==> src/hw/rtl/ttm_pkg.sv <==
// Shared types and constants of the two-tier transaction matcher.
// Depends on nothing; the front, queue and back modules import it.
package ttm_pkg;

  // Classification of a candidate as decided by the front.
  localparam logic [1:0] KIND_SKIP     = 2'd0;
  localparam logic [1:0] KIND_FALLBACK = 2'd1;
  localparam logic [1:0] KIND_EXACT    = 2'd2;

  // Depth of the queue between front and back.
  localparam int QUEUE_DEPTH = 4;
  localparam int QUEUE_PTR_W = $clog2(QUEUE_DEPTH);

  // One classified request as it travels from the front to the back.
  typedef struct packed {
    logic        first;
    logic        last;
    logic [1:0]  kind;
    logic [7:0]  index;
    logic [63:0] pair;
    logic        eye;
    logic [15:0] error;
    logic        finite;
  } ttm_item_t;

endpackage

==> src/hw/rtl/two_tier_transaction_matcher_top.sv <==
// Two-tier transaction matcher, top level. One candidate request is taken
// per cycle while the queue is not full; the front classifies it into a
// four-entry queue and the back updates the trackers as it drains it. The
// result is registered when the back takes the last request of a query
// and the output is free. Synchronous reset clears the query context, the
// trackers, the queue and the result flag, and sets max_error to 65535.
module two_tier_transaction_matcher_top
  import ttm_pkg::*;
#(
  parameter int MAX_CANDIDATES = 256
) (
  input  logic        clk,
  input  logic        rst,
  input  logic        cfg_valid,
  output logic        cfg_ready,
  input  logic [15:0] cfg_data,
  input  logic        in_valid,
  output logic        in_stall,
  input  logic        first,
  input  logic        last,
  input  logic [31:0] query_mask,
  input  logic        incoming_signed,
  input  logic [1:0]  eye,
  input  logic [63:0] pair_id,
  input  logic [31:0] claim_mask,
  input  logic        sig_valid,
  input  logic [15:0] sig_error,
  input  logic        error_finite,
  output logic        out_valid,
  input  logic        out_stall,
  output logic        matched,
  output logic        tier,
  output logic [7:0]  chosen_index,
  output logic [63:0] chosen_pair,
  output logic        chosen_eye,
  output logic [15:0] chosen_error,
  output logic        chosen_finite
);

  logic [15:0] max_error;
  logic        push;
  logic        queue_full;
  logic        pop;
  logic        head_valid;
  ttm_item_t   push_item;
  ttm_item_t   head_item;

  // Threshold register; writes are always taken.
  assign cfg_ready = 1'b1;

  always_ff @(posedge clk) begin
    if (rst) begin
      max_error <= 16'hFFFF;
    end else if (cfg_valid && cfg_ready) begin
      max_error <= cfg_data;
    end
  end

  ttm_front #(
    .MAX_CANDIDATES(MAX_CANDIDATES)
  ) u_front (
    .clk             (clk),
    .rst             (rst),
    .in_valid        (in_valid),
    .in_stall        (in_stall),
    .first           (first),
    .last            (last),
    .query_mask      (query_mask),
    .incoming_signed (incoming_signed),
    .eye             (eye),
    .pair_id         (pair_id),
    .claim_mask      (claim_mask),
    .sig_valid       (sig_valid),
    .sig_error       (sig_error),
    .error_finite    (error_finite),
    .max_error       (max_error),
    .queue_full      (queue_full),
    .push            (push),
    .item            (push_item)
  );

  ttm_queue u_queue (
    .clk        (clk),
    .rst        (rst),
    .push       (push),
    .push_item  (push_item),
    .full       (queue_full),
    .pop        (pop),
    .head_valid (head_valid),
    .head_item  (head_item)
  );

  ttm_back u_back (
    .clk           (clk),
    .rst           (rst),
    .head_valid    (head_valid),
    .head_item     (head_item),
    .pop           (pop),
    .out_valid     (out_valid),
    .out_stall     (out_stall),
    .matched       (matched),
    .tier          (tier),
    .chosen_index  (chosen_index),
    .chosen_pair   (chosen_pair),
    .chosen_eye    (chosen_eye),
    .chosen_error  (chosen_error),
    .chosen_finite (chosen_finite)
  );

endmodule

==> src/hw/rtl/ttm_front.sv <==
// Front of the matcher: accepts requests, holds the query context and
// classifies each candidate. Depends on ttm_pkg.
module ttm_front
  import ttm_pkg::*;
#(
  parameter int MAX_CANDIDATES = 256
) (
  input  logic        clk,
  input  logic        rst,
  input  logic        in_valid,
  output logic        in_stall,
  input  logic        first,
  input  logic        last,
  input  logic [31:0] query_mask,
  input  logic        incoming_signed,
  input  logic [1:0]  eye,
  input  logic [63:0] pair_id,
  input  logic [31:0] claim_mask,
  input  logic        sig_valid,
  input  logic [15:0] sig_error,
  input  logic        error_finite,
  input  logic [15:0] max_error,
  input  logic        queue_full,
  output logic        push,
  output ttm_item_t   item
);

  localparam int POS_W = $clog2(MAX_CANDIDATES + 1);
  localparam logic [POS_W-1:0] POS_MAX = POS_W'(MAX_CANDIDATES);

  logic [31:0]      held_mask;
  logic             held_signed;
  logic [POS_W-1:0] position;

  logic [31:0]        mask_now;
  logic               signed_now;
  logic [POS_W-1:0]   pos_now;
  logic               in_range;
  logic               eligible;
  logic [POS_W+7:0]   pos_ext;

  assign in_stall = queue_full;
  assign push     = in_valid && !queue_full;

  // A first request restarts the query with its own mask and flag.
  assign mask_now   = first ? query_mask : held_mask;
  assign signed_now = first ? incoming_signed : held_signed;
  assign pos_now    = first ? '0 : position;
  assign in_range   = pos_now < POS_MAX;
  assign pos_ext    = {8'd0, pos_now};

  assign eligible = in_range && (mask_now != 32'd0) && !eye[1] &&
                    (pair_id != 64'd0) && (pair_id != {64{1'b1}}) &&
                    (claim_mask != 32'd0) &&
                    ((claim_mask & mask_now) == 32'd0);

  // Classify the candidate and pack the request for the back.
  always_comb begin
    item.first  = first;
    item.last   = last;
    item.index  = pos_ext[7:0];
    item.pair   = pair_id;
    item.eye    = eye[0];
    item.error  = error_finite ? sig_error : 16'd0;
    item.finite = error_finite;
    if (!eligible) begin
      item.kind = KIND_SKIP;
    end else if (!signed_now || !sig_valid) begin
      item.kind = KIND_FALLBACK;
    end else if (error_finite && (sig_error <= max_error)) begin
      item.kind = KIND_EXACT;
    end else begin
      item.kind = KIND_SKIP;
    end
  end

  // Query context and candidate position; a last request clears the position.
  always_ff @(posedge clk) begin
    if (rst) begin
      held_mask   <= '0;
      held_signed <= 1'b0;
      position    <= '0;
    end else if (push) begin
      held_mask   <= mask_now;
      held_signed <= signed_now;
      if (last) begin
        position <= '0;
      end else if (in_range) begin
        position <= pos_now + POS_W'(1);
      end else begin
        position <= pos_now;
      end
    end
  end

endmodule

==> src/hw/rtl/ttm_queue.sv <==
// Short request queue that decouples the front from the back.
// Depends on ttm_pkg for the request type and depth.
module ttm_queue
  import ttm_pkg::*;
(
  input  logic      clk,
  input  logic      rst,
  input  logic      push,
  input  ttm_item_t push_item,
  output logic      full,
  input  logic      pop,
  output logic      head_valid,
  output ttm_item_t head_item
);

  ttm_item_t              entries [QUEUE_DEPTH];
  logic [QUEUE_PTR_W-1:0] wr_ptr;
  logic [QUEUE_PTR_W-1:0] rd_ptr;
  logic [QUEUE_PTR_W:0]   count;

  assign full       = count == (QUEUE_PTR_W + 1)'(QUEUE_DEPTH);
  assign head_valid = count != '0;
  assign head_item  = entries[rd_ptr];

  // Storage needs no reset.
  always_ff @(posedge clk) begin
    if (push) begin
      entries[wr_ptr] <= push_item;
    end
  end

  // Pointers and fill count.
  always_ff @(posedge clk) begin
    if (rst) begin
      wr_ptr <= '0;
      rd_ptr <= '0;
      count  <= '0;
    end else begin
      if (push) begin
        wr_ptr <= wr_ptr + QUEUE_PTR_W'(1);
      end
      if (pop) begin
        rd_ptr <= rd_ptr + QUEUE_PTR_W'(1);
      end
      if (push && !pop) begin
        count <= count + (QUEUE_PTR_W + 1)'(1);
      end else if (pop && !push) begin
        count <= count - (QUEUE_PTR_W + 1)'(1);
      end
    end
  end

endmodule

==> src/hw/rtl/ttm_back.sv <==
// Back of the matcher: updates the exact and fallback trackers and drives
// the registered result. Depends on ttm_pkg.
module ttm_back
  import ttm_pkg::*;
(
  input  logic        clk,
  input  logic        rst,
  input  logic        head_valid,
  input  ttm_item_t   head_item,
  output logic        pop,
  output logic        out_valid,
  input  logic        out_stall,
  output logic        matched,
  output logic        tier,
  output logic [7:0]  chosen_index,
  output logic [63:0] chosen_pair,
  output logic        chosen_eye,
  output logic [15:0] chosen_error,
  output logic        chosen_finite
);

  logic        exact_found;
  logic [63:0] exact_pair;
  logic        exact_eye;
  logic [7:0]  exact_index;
  logic [15:0] exact_error;
  logic        fallback_found;
  logic [63:0] fallback_pair;
  logic        fallback_eye;
  logic [7:0]  fallback_index;
  logic [16:0] fallback_error;

  logic        ex_found_base;
  logic        fb_found_base;
  logic        fb_older;
  logic        ex_older;
  logic        take_fb;
  logic        take_ex;
  logic        ex_found_next;
  logic        fb_found_next;
  logic [63:0] ex_pair_next;
  logic        ex_eye_next;
  logic [7:0]  ex_index_next;
  logic [15:0] ex_error_next;
  logic [63:0] fb_pair_next;
  logic        fb_eye_next;
  logic [7:0]  fb_index_next;
  logic [16:0] fb_error_next;

  // The back moves on whenever the result register can take a new result.
  assign pop = head_valid && !(out_valid && out_stall);

  // A first request starts from empty trackers.
  assign ex_found_base = exact_found && !head_item.first;
  assign fb_found_base = fallback_found && !head_item.first;

  assign fb_older = (head_item.pair < fallback_pair) ||
                    ((head_item.pair == fallback_pair) &&
                     (head_item.eye < fallback_eye));
  assign ex_older = (head_item.pair < exact_pair) ||
                    ((head_item.pair == exact_pair) &&
                     (head_item.eye < exact_eye));

  assign take_fb = (head_item.kind == KIND_FALLBACK) && (!fb_found_base || fb_older);
  assign take_ex = (head_item.kind == KIND_EXACT) &&
                   (!ex_found_base || (head_item.error < exact_error) ||
                    ((head_item.error == exact_error) && ex_older));

  // Tracker values after this request.
  always_comb begin
    ex_found_next = ex_found_base || take_ex;
    ex_pair_next  = take_ex ? head_item.pair  : exact_pair;
    ex_eye_next   = take_ex ? head_item.eye   : exact_eye;
    ex_index_next = take_ex ? head_item.index : exact_index;
    ex_error_next = take_ex ? head_item.error : exact_error;
    fb_found_next = fb_found_base || take_fb;
    fb_pair_next  = take_fb ? head_item.pair  : fallback_pair;
    fb_eye_next   = take_fb ? head_item.eye   : fallback_eye;
    fb_index_next = take_fb ? head_item.index : fallback_index;
    fb_error_next = take_fb ? {head_item.finite, head_item.error} : fallback_error;
  end

  // Trackers; a last request clears them after its result is formed.
  always_ff @(posedge clk) begin
    if (rst) begin
      exact_found    <= 1'b0;
      fallback_found <= 1'b0;
    end else if (pop) begin
      exact_found    <= ex_found_next && !head_item.last;
      fallback_found <= fb_found_next && !head_item.last;
    end
  end

  always_ff @(posedge clk) begin
    if (pop) begin
      exact_pair     <= ex_pair_next;
      exact_eye      <= ex_eye_next;
      exact_index    <= ex_index_next;
      exact_error    <= ex_error_next;
      fallback_pair  <= fb_pair_next;
      fallback_eye   <= fb_eye_next;
      fallback_index <= fb_index_next;
      fallback_error <= fb_error_next;
    end
  end

  // Result valid flag.
  always_ff @(posedge clk) begin
    if (rst) begin
      out_valid <= 1'b0;
    end else if (pop) begin
      out_valid <= head_item.last;
    end else if (!out_stall) begin
      out_valid <= 1'b0;
    end
  end

  // Result payload: exact match first, then fallback, otherwise all zero.
  always_ff @(posedge clk) begin
    if (pop && head_item.last) begin
      if (ex_found_next) begin
        matched       <= 1'b1;
        tier          <= 1'b0;
        chosen_index  <= ex_index_next;
        chosen_pair   <= ex_pair_next;
        chosen_eye    <= ex_eye_next;
        chosen_error  <= ex_error_next;
        chosen_finite <= 1'b1;
      end else if (fb_found_next) begin
        matched       <= 1'b1;
        tier          <= 1'b1;
        chosen_index  <= fb_index_next;
        chosen_pair   <= fb_pair_next;
        chosen_eye    <= fb_eye_next;
        chosen_error  <= fb_error_next[15:0];
        chosen_finite <= fb_error_next[16];
      end else begin
        matched       <= 1'b0;
        tier          <= 1'b0;
        chosen_index  <= 8'd0;
        chosen_pair   <= 64'd0;
        chosen_eye    <= 1'b0;
        chosen_error  <= 16'd0;
        chosen_finite <= 1'b0;
      end
    end
  end

endmodule

==> config.mk <==
export PLATFORM = sky130hd
export DESIGN_NAME = two_tier_transaction_matcher_top
export DESIGN_NICKNAME = d
export VERILOG_FILES = /design/src/hw/rtl/ttm_pkg.sv /design/src/hw/rtl/two_tier_transaction_matcher_top.sv /design/src/hw/rtl/ttm_front.sv /design/src/hw/rtl/ttm_queue.sv /design/src/hw/rtl/ttm_back.sv
export SDC_FILE = /design/constraint.sdc
export NUM_CORES = 1
export LEC_CHECK = 0
export ABC_AREA = 1
export CORE_MARGIN = 10
export CORE_UTILIZATION = 42
export DETAILED_ROUTE_END_ITERATION = 12
export DONT_BUFFER_PORTS = 1
export PLACE_DENSITY = 0.65
export SETUP_SLACK_MARGIN = 0.15
export SLEW_MARGIN = 10
export SYNTH_ARGS = -nofsm -noshare
export SYNTH_HDL_FRONTEND = slang
export SYNTH_SLANG_ARGS = --single-unit
export TNS_END_PERCENT = 10
==> constraint.sdc <==
create_clock -name clk -period 20.1 [get_ports clk]
set_input_delay 4.02 -clock clk [delete_from_list [all_inputs] [get_ports clk]]
set_output_delay 4.02 -clock clk [all_outputs]
set_load 0.01 [all_outputs]
==> summary.txt <==
STA
  • Total of endpoints with negative setup slack in the final report: 0
  • Final number of max-transition violations: 0
  • Final Critical Period: 6.87 ns
  • Max-slew headroom: 22.5%
  • Fin Setup TNS: 0 ns
  • Setup repair after global routing missed its margin: no
  • Final cycle utilization of the critical path: 34.2%
  • Upper clock frequency limit: 0.146 GHz
  • Final hold violation count: 0
  • Layout Skew: 0.0377 ns
  • Transition time of the tightest slew-check pin: 1.16 ns

Route
  • Routed wirelength normalized by instance count: 20.7 um
  • Overall via count from detail_route: 24.4k
  • Sum of met2 wire segment lengths after detailed routing: 43,600 um
  • Wirelength, routed: 93,000 um
  • Count of TritonRoute iterations in the first routing pass: 5
  • Remaining number of nets flagged by the antenna check after routing: 0
  • Routed wl met3: 7850 um
  • WL met1: 39,600 um
  • Detailed router's first-iteration violation count: 1,916
  • DRC violations left: 0
  • Via density per instance: 5.42
  • Top layer reached by signal wires: met4

CTS
  • Number of buffers added for setup after CTS: 0
  • CTS H-tree lvls: 3
  • Number of buffers inserted during clock tree synthesis: 80
  • Hold_buf cts: 0
  • Buffers from clock root to sink, at most: 3
  • Root Buffer Master: sky130_fd_sc_hd__clkbuf_16
  • CTS tree: built
  • Clock Latency Late Sink: 0.65 ns
  • Quantity of gates resized following cts: 0
  • Total number of clock tree sinks: 717
  • Clock transition time at the flip-flop clock pins of the worst setup and hold paths: 0.06 ns

Synth
  • EDFF count, synth: 647
  • Synth Net Count: 3,752
  • Largest area contributor in the synthesized netlist: sky130_fd_sc_hd__edfxtp_1
  • Mapped Cells: 3,413
  • Register bit total from synthesis: 717
  • Syn Area/Cell: 10.2 um2
  • Cells taking the most area after synthesis: sky130_fd_sc_hd__edfxtp_1 56%, sky130_fd_sc_hd__nand2_1 8.1%, sky130_fd_sc_hd__ha_1 5.9%, sky130_fd_sc_hd__nand3_1 5.5%, sky130_fd_sc_hd__inv_1 4.2%
  • Proportion of netlist area held by the largest area contributor: 55.6%
  • Main synth FF type: sky130_fd_sc_hd__edfxtp_1
  • Async set-or-reset flop fraction in the synthesized netlist: 0%
  • Post-synthesis sequential area ratio: 59.6%
  • Synthesized cell area: 0.0349 mm2
  • Warnings, synthesis: 0
  • Number of different library cells in the post-synthesis netlist: 48

Floorplan
  • Number of top-level pins: 267
  • Die height: 308 um
  • Number of cell rows: 105
  • Area enclosed by the die boundary: 0.0951 mm2
  • Effective utilization at floorplan: 42.5%
  • Area inside the core boundary: 0.0822 mm2
  • Width of the chip: 308 um

Setup path
  • Count of cell instances traversed by the critical path: 7
  • Largest incremental delay on the critical path: 0.88 ns
  • Depth of the worst register-to-register path: 17
  • Minimum setup slack among reg-to-reg paths: 13.66 ns
  • Critical Path End: u_queue.entries[0][8]
  • CP Capture Type: flop
  • Maximum fanout along the worst path: 69
  • Count of buffer and inverter cells on the critical path: 5
  • Library cell contributing the largest single delay on the critical path: sky130_fd_sc_hd__buf_4
  • Top Family by Delay on Critical Path: buffers and inverters
  • WP data arrival: 7.11 ns
  • Reg-to-reg endpoint: u_back.chosen_pair[45]
  • Worst Path Class, Setup: in -> reg
  • Cell chain of the critical path: inv_1, nor2_4, buf_4, clkinv_1, nor2_4, buf_4, buf_4
  • Launch point of the worst path: in_valid
  • Most common cell on crit path: sky130_fd_sc_hd__buf_4
  • CP required: 20.34 ns
  • Crit path launch type: input pin

GRT
  • Overall global routing resource usage: 19.3%
  • Global-route wire length before repair: 143,000 um
  • Antenna violations before repair: 0
  • Leftover overflow at the end of global routing: 0
  • Vias in the first global route: 24.0k
  • Largest net degree at the start of global routing: 118

Cells and area
  • Fraction of final layout cells sized beyond drive strength 1: 5.55%
  • Diode insertion count for antenna repair: 0
  • Final net count: 3,702
  • Most common cell after layout, fill and taps aside: sky130_fd_sc_hd__nand2_1
  • Commonest cells after routing, fill and taps aside: 750 x sky130_fd_sc_hd__nand2_1, 647 x sky130_fd_sc_hd__edfxtp_1, 386 x sky130_fd_sc_hd__inv_1, 383 x sky130_fd_sc_hd__nand3_1, 220 x sky130_fd_sc_hd__a21oi_1
  • Synth-to-Final Area Change: 10.2%
  • Core Util, Final: 46.8%

Placed design
  • Routability congestion estimate from global placement: 0.860
  • Number of buffer cells added on primary ports: 0
  • HPWL Detailed: 59,700 um

Run status
  • Result of the run: completed

Power
  • Power per unit of standard cell area: 182 mW/mm2
  • Clock network fraction of design power: 21.1%
  • IR drop worst, VDD: 124 uV
  • Combinational share of power: 42.8%
  • Proportion of power drawn by flip-flops and latches: 36.2%
  • Overall power consumption: 6.99 mW
  • Leakage: 15.7 nW
  • Sw power: 2.87 mW
  • Cell internal pwr: 4.12 mW
  • Switching fraction of total power: 41.0%

Min path
  • Path category of the worst min-delay check: reg -> reg

Run
  • Total of max-cap violations: 0
[through the flow]
stage / cells / worst slack [ns] / hold WS, ns / area [um2]
3_5_place_dp: 4351 / 12.58 / 0.451 / 35800
4_1_cts: 4496 / 13.25 / 0.460 / 38500
5_1_grt: 4496 / 12.97 / 0.477 / 38500
3_3_place_gp: 4351 / 12.57 / 0.444 / 35800
2_1_floorplan: 3413 / 10.89 / 0.436 / 34900
6_report: 4496 / 13.23 / 0.460 / 38500
[registers in the layout (all words and copies together) (netlist names), 9 cells and up, named ones only]
signal / cells
u_back.exact_error: 16
u_front.position: 9
u_queue.entries: 376
u_back.chosen_error: 16
u_back.fallback_pair: 64
u_back.fallback_error: 17
u_back.exact_pair: 64
u_front.held_mask: 32
max_error: 16
u_back.chosen_pair: 64
[power groups by stage]
stage	combinational, mW	clock [mW]	sequential, mW
floorplan	2.17	0	2.52
global placement	2.91	0	2.56
detailed placement	2.97	0	2.57
CTS	2.99	1.50	2.54
global route	3.40	1.56	2.57
finish	2.99	1.47	2.53
[cell usage after synthesis (2+ instances only)]
library cell               number
sky130_fd_sc_hd__a21o_1         2
sky130_fd_sc_hd__o22ai_1       10
sky130_fd_sc_hd__o21a_1         5
sky130_fd_sc_hd__nand2_2        4
sky130_fd_sc_hd__nand3_1      383
sky130_fd_sc_hd__nor3_1         6
sky130_fd_sc_hd__or2_2          8
sky130_fd_sc_hd__a32oi_1       79
sky130_fd_sc_hd__buf_2         54
sky130_fd_sc_hd__a21oi_1      220
sky130_fd_sc_hd__inv_2          4
sky130_fd_sc_hd__inv_1        387
sky130_fd_sc_hd__and2_1       179
sky130_fd_sc_hd__dfxtp_1       70
sky130_fd_sc_hd__ha_1         166
sky130_fd_sc_hd__nand2_1      750
sky130_fd_sc_hd__nand4_1       45
sky130_fd_sc_hd__o211ai_1       4
sky130_fd_sc_hd__buf_1          6
sky130_fd_sc_hd__nor2_4         2
sky130_fd_sc_hd__buf_4         17
sky130_fd_sc_hd__edfxtp_1     647
sky130_fd_sc_hd__a31oi_1        6
sky130_fd_sc_hd__a32o_1        12
sky130_fd_sc_hd__o21ai_0       90
sky130_fd_sc_hd__nor2_1        83
sky130_fd_sc_hd__nor4_1        39
sky130_fd_sc_hd__inv_4          2
sky130_fd_sc_hd__a211oi_1      15
sky130_fd_sc_hd__clkbuf_1      82
sky130_fd_sc_hd__nand3b_1       4
sky130_fd_sc_hd__mux2i_1       13
sky130_fd_sc_hd__xor2_1         4
[how the worst min path moves through the flow]
stage	start	endpoint	depth (start not counted)	slack [ns]
3_5_place_dp	u_front.held_mask[22]	u_front.held_mask[22]	2	0.45
2_1_floorplan	u_queue.rd_ptr[1]	flop	2	0.44
6_report	u_front.held_mask[19]	u_front.held_mask[19]	2	0.46
5_1_grt	u_front.held_mask[22]	u_front.held_mask[22]	2	0.48
3_3_place_gp	u_front.held_mask[19]	u_front.held_mask[19]	2	0.44
4_1_cts	u_back.fallback_found	u_back.fallback_found	2	0.46
[kinds of logic (layout without fill, tap and decap cells)]
kind of cell	count (synthesis)	count (layout)	share of synthesized area (%)
and+or+nand+nor	1505	1505	19.6
xor gates and xnor gates	5	5	0.125
other	1	1	0.0107
muxes	13	13	0.372
adders and majority gates	167	167	6.00
DFF	717	717	59.6
buffers and inverters	554	567	6.36
AOI/OAI and AO/OA	451	451	7.87
[layout make-up]
cell class | instances | area (um2)
clock inverter | 42 | 429
fill | 7477 | 43700
clock buffer | 103 | 2220
inverter | 394 | 1500
tap | 1070 | 1340
sequential | 717 | 20800
multi-input combinational | 2142 | 12000
timing repair buffer | 28 | 210
[worst register-to-register path, cell delays in order, from the launching register on]
cell and delay (ns):
sky130_fd_sc_hd__dfxtp_4 0.56, sky130_fd_sc_hd__inv_6 0.69, sky130_fd_sc_hd__buf_4 0.83, sky130_fd_sc_hd__nand2_1 0.14, sky130_fd_sc_hd__a32oi_1 0.50, sky130_fd_sc_hd__ha_1 0.23, sky130_fd_sc_hd__nand4_1 0.15, sky130_fd_sc_hd__nor2_1 0.22
sky130_fd_sc_hd__inv_1 0.08, sky130_fd_sc_hd__nor4_1 0.31, sky130_fd_sc_hd__a21oi_1 0.13, sky130_fd_sc_hd__nand2_1 0.12, sky130_fd_sc_hd__nand2_4 0.40, sky130_fd_sc_hd__nand2_4 0.58, sky130_fd_sc_hd__buf_4 0.81, sky130_fd_sc_hd__nand2_1 0.21
sky130_fd_sc_hd__nand3_1 0.12, sky130_fd_sc_hd__nand2_1 0.10
[layer usage]
metal	global-route usage, %	vias to the layer above
met5	0	-
met4	6.06	0
met3	5.03	127
met2	31.5	785
met1	24.8	11700
li1	-	11800
No activity file was read; power rests on OpenSTA's default activity.
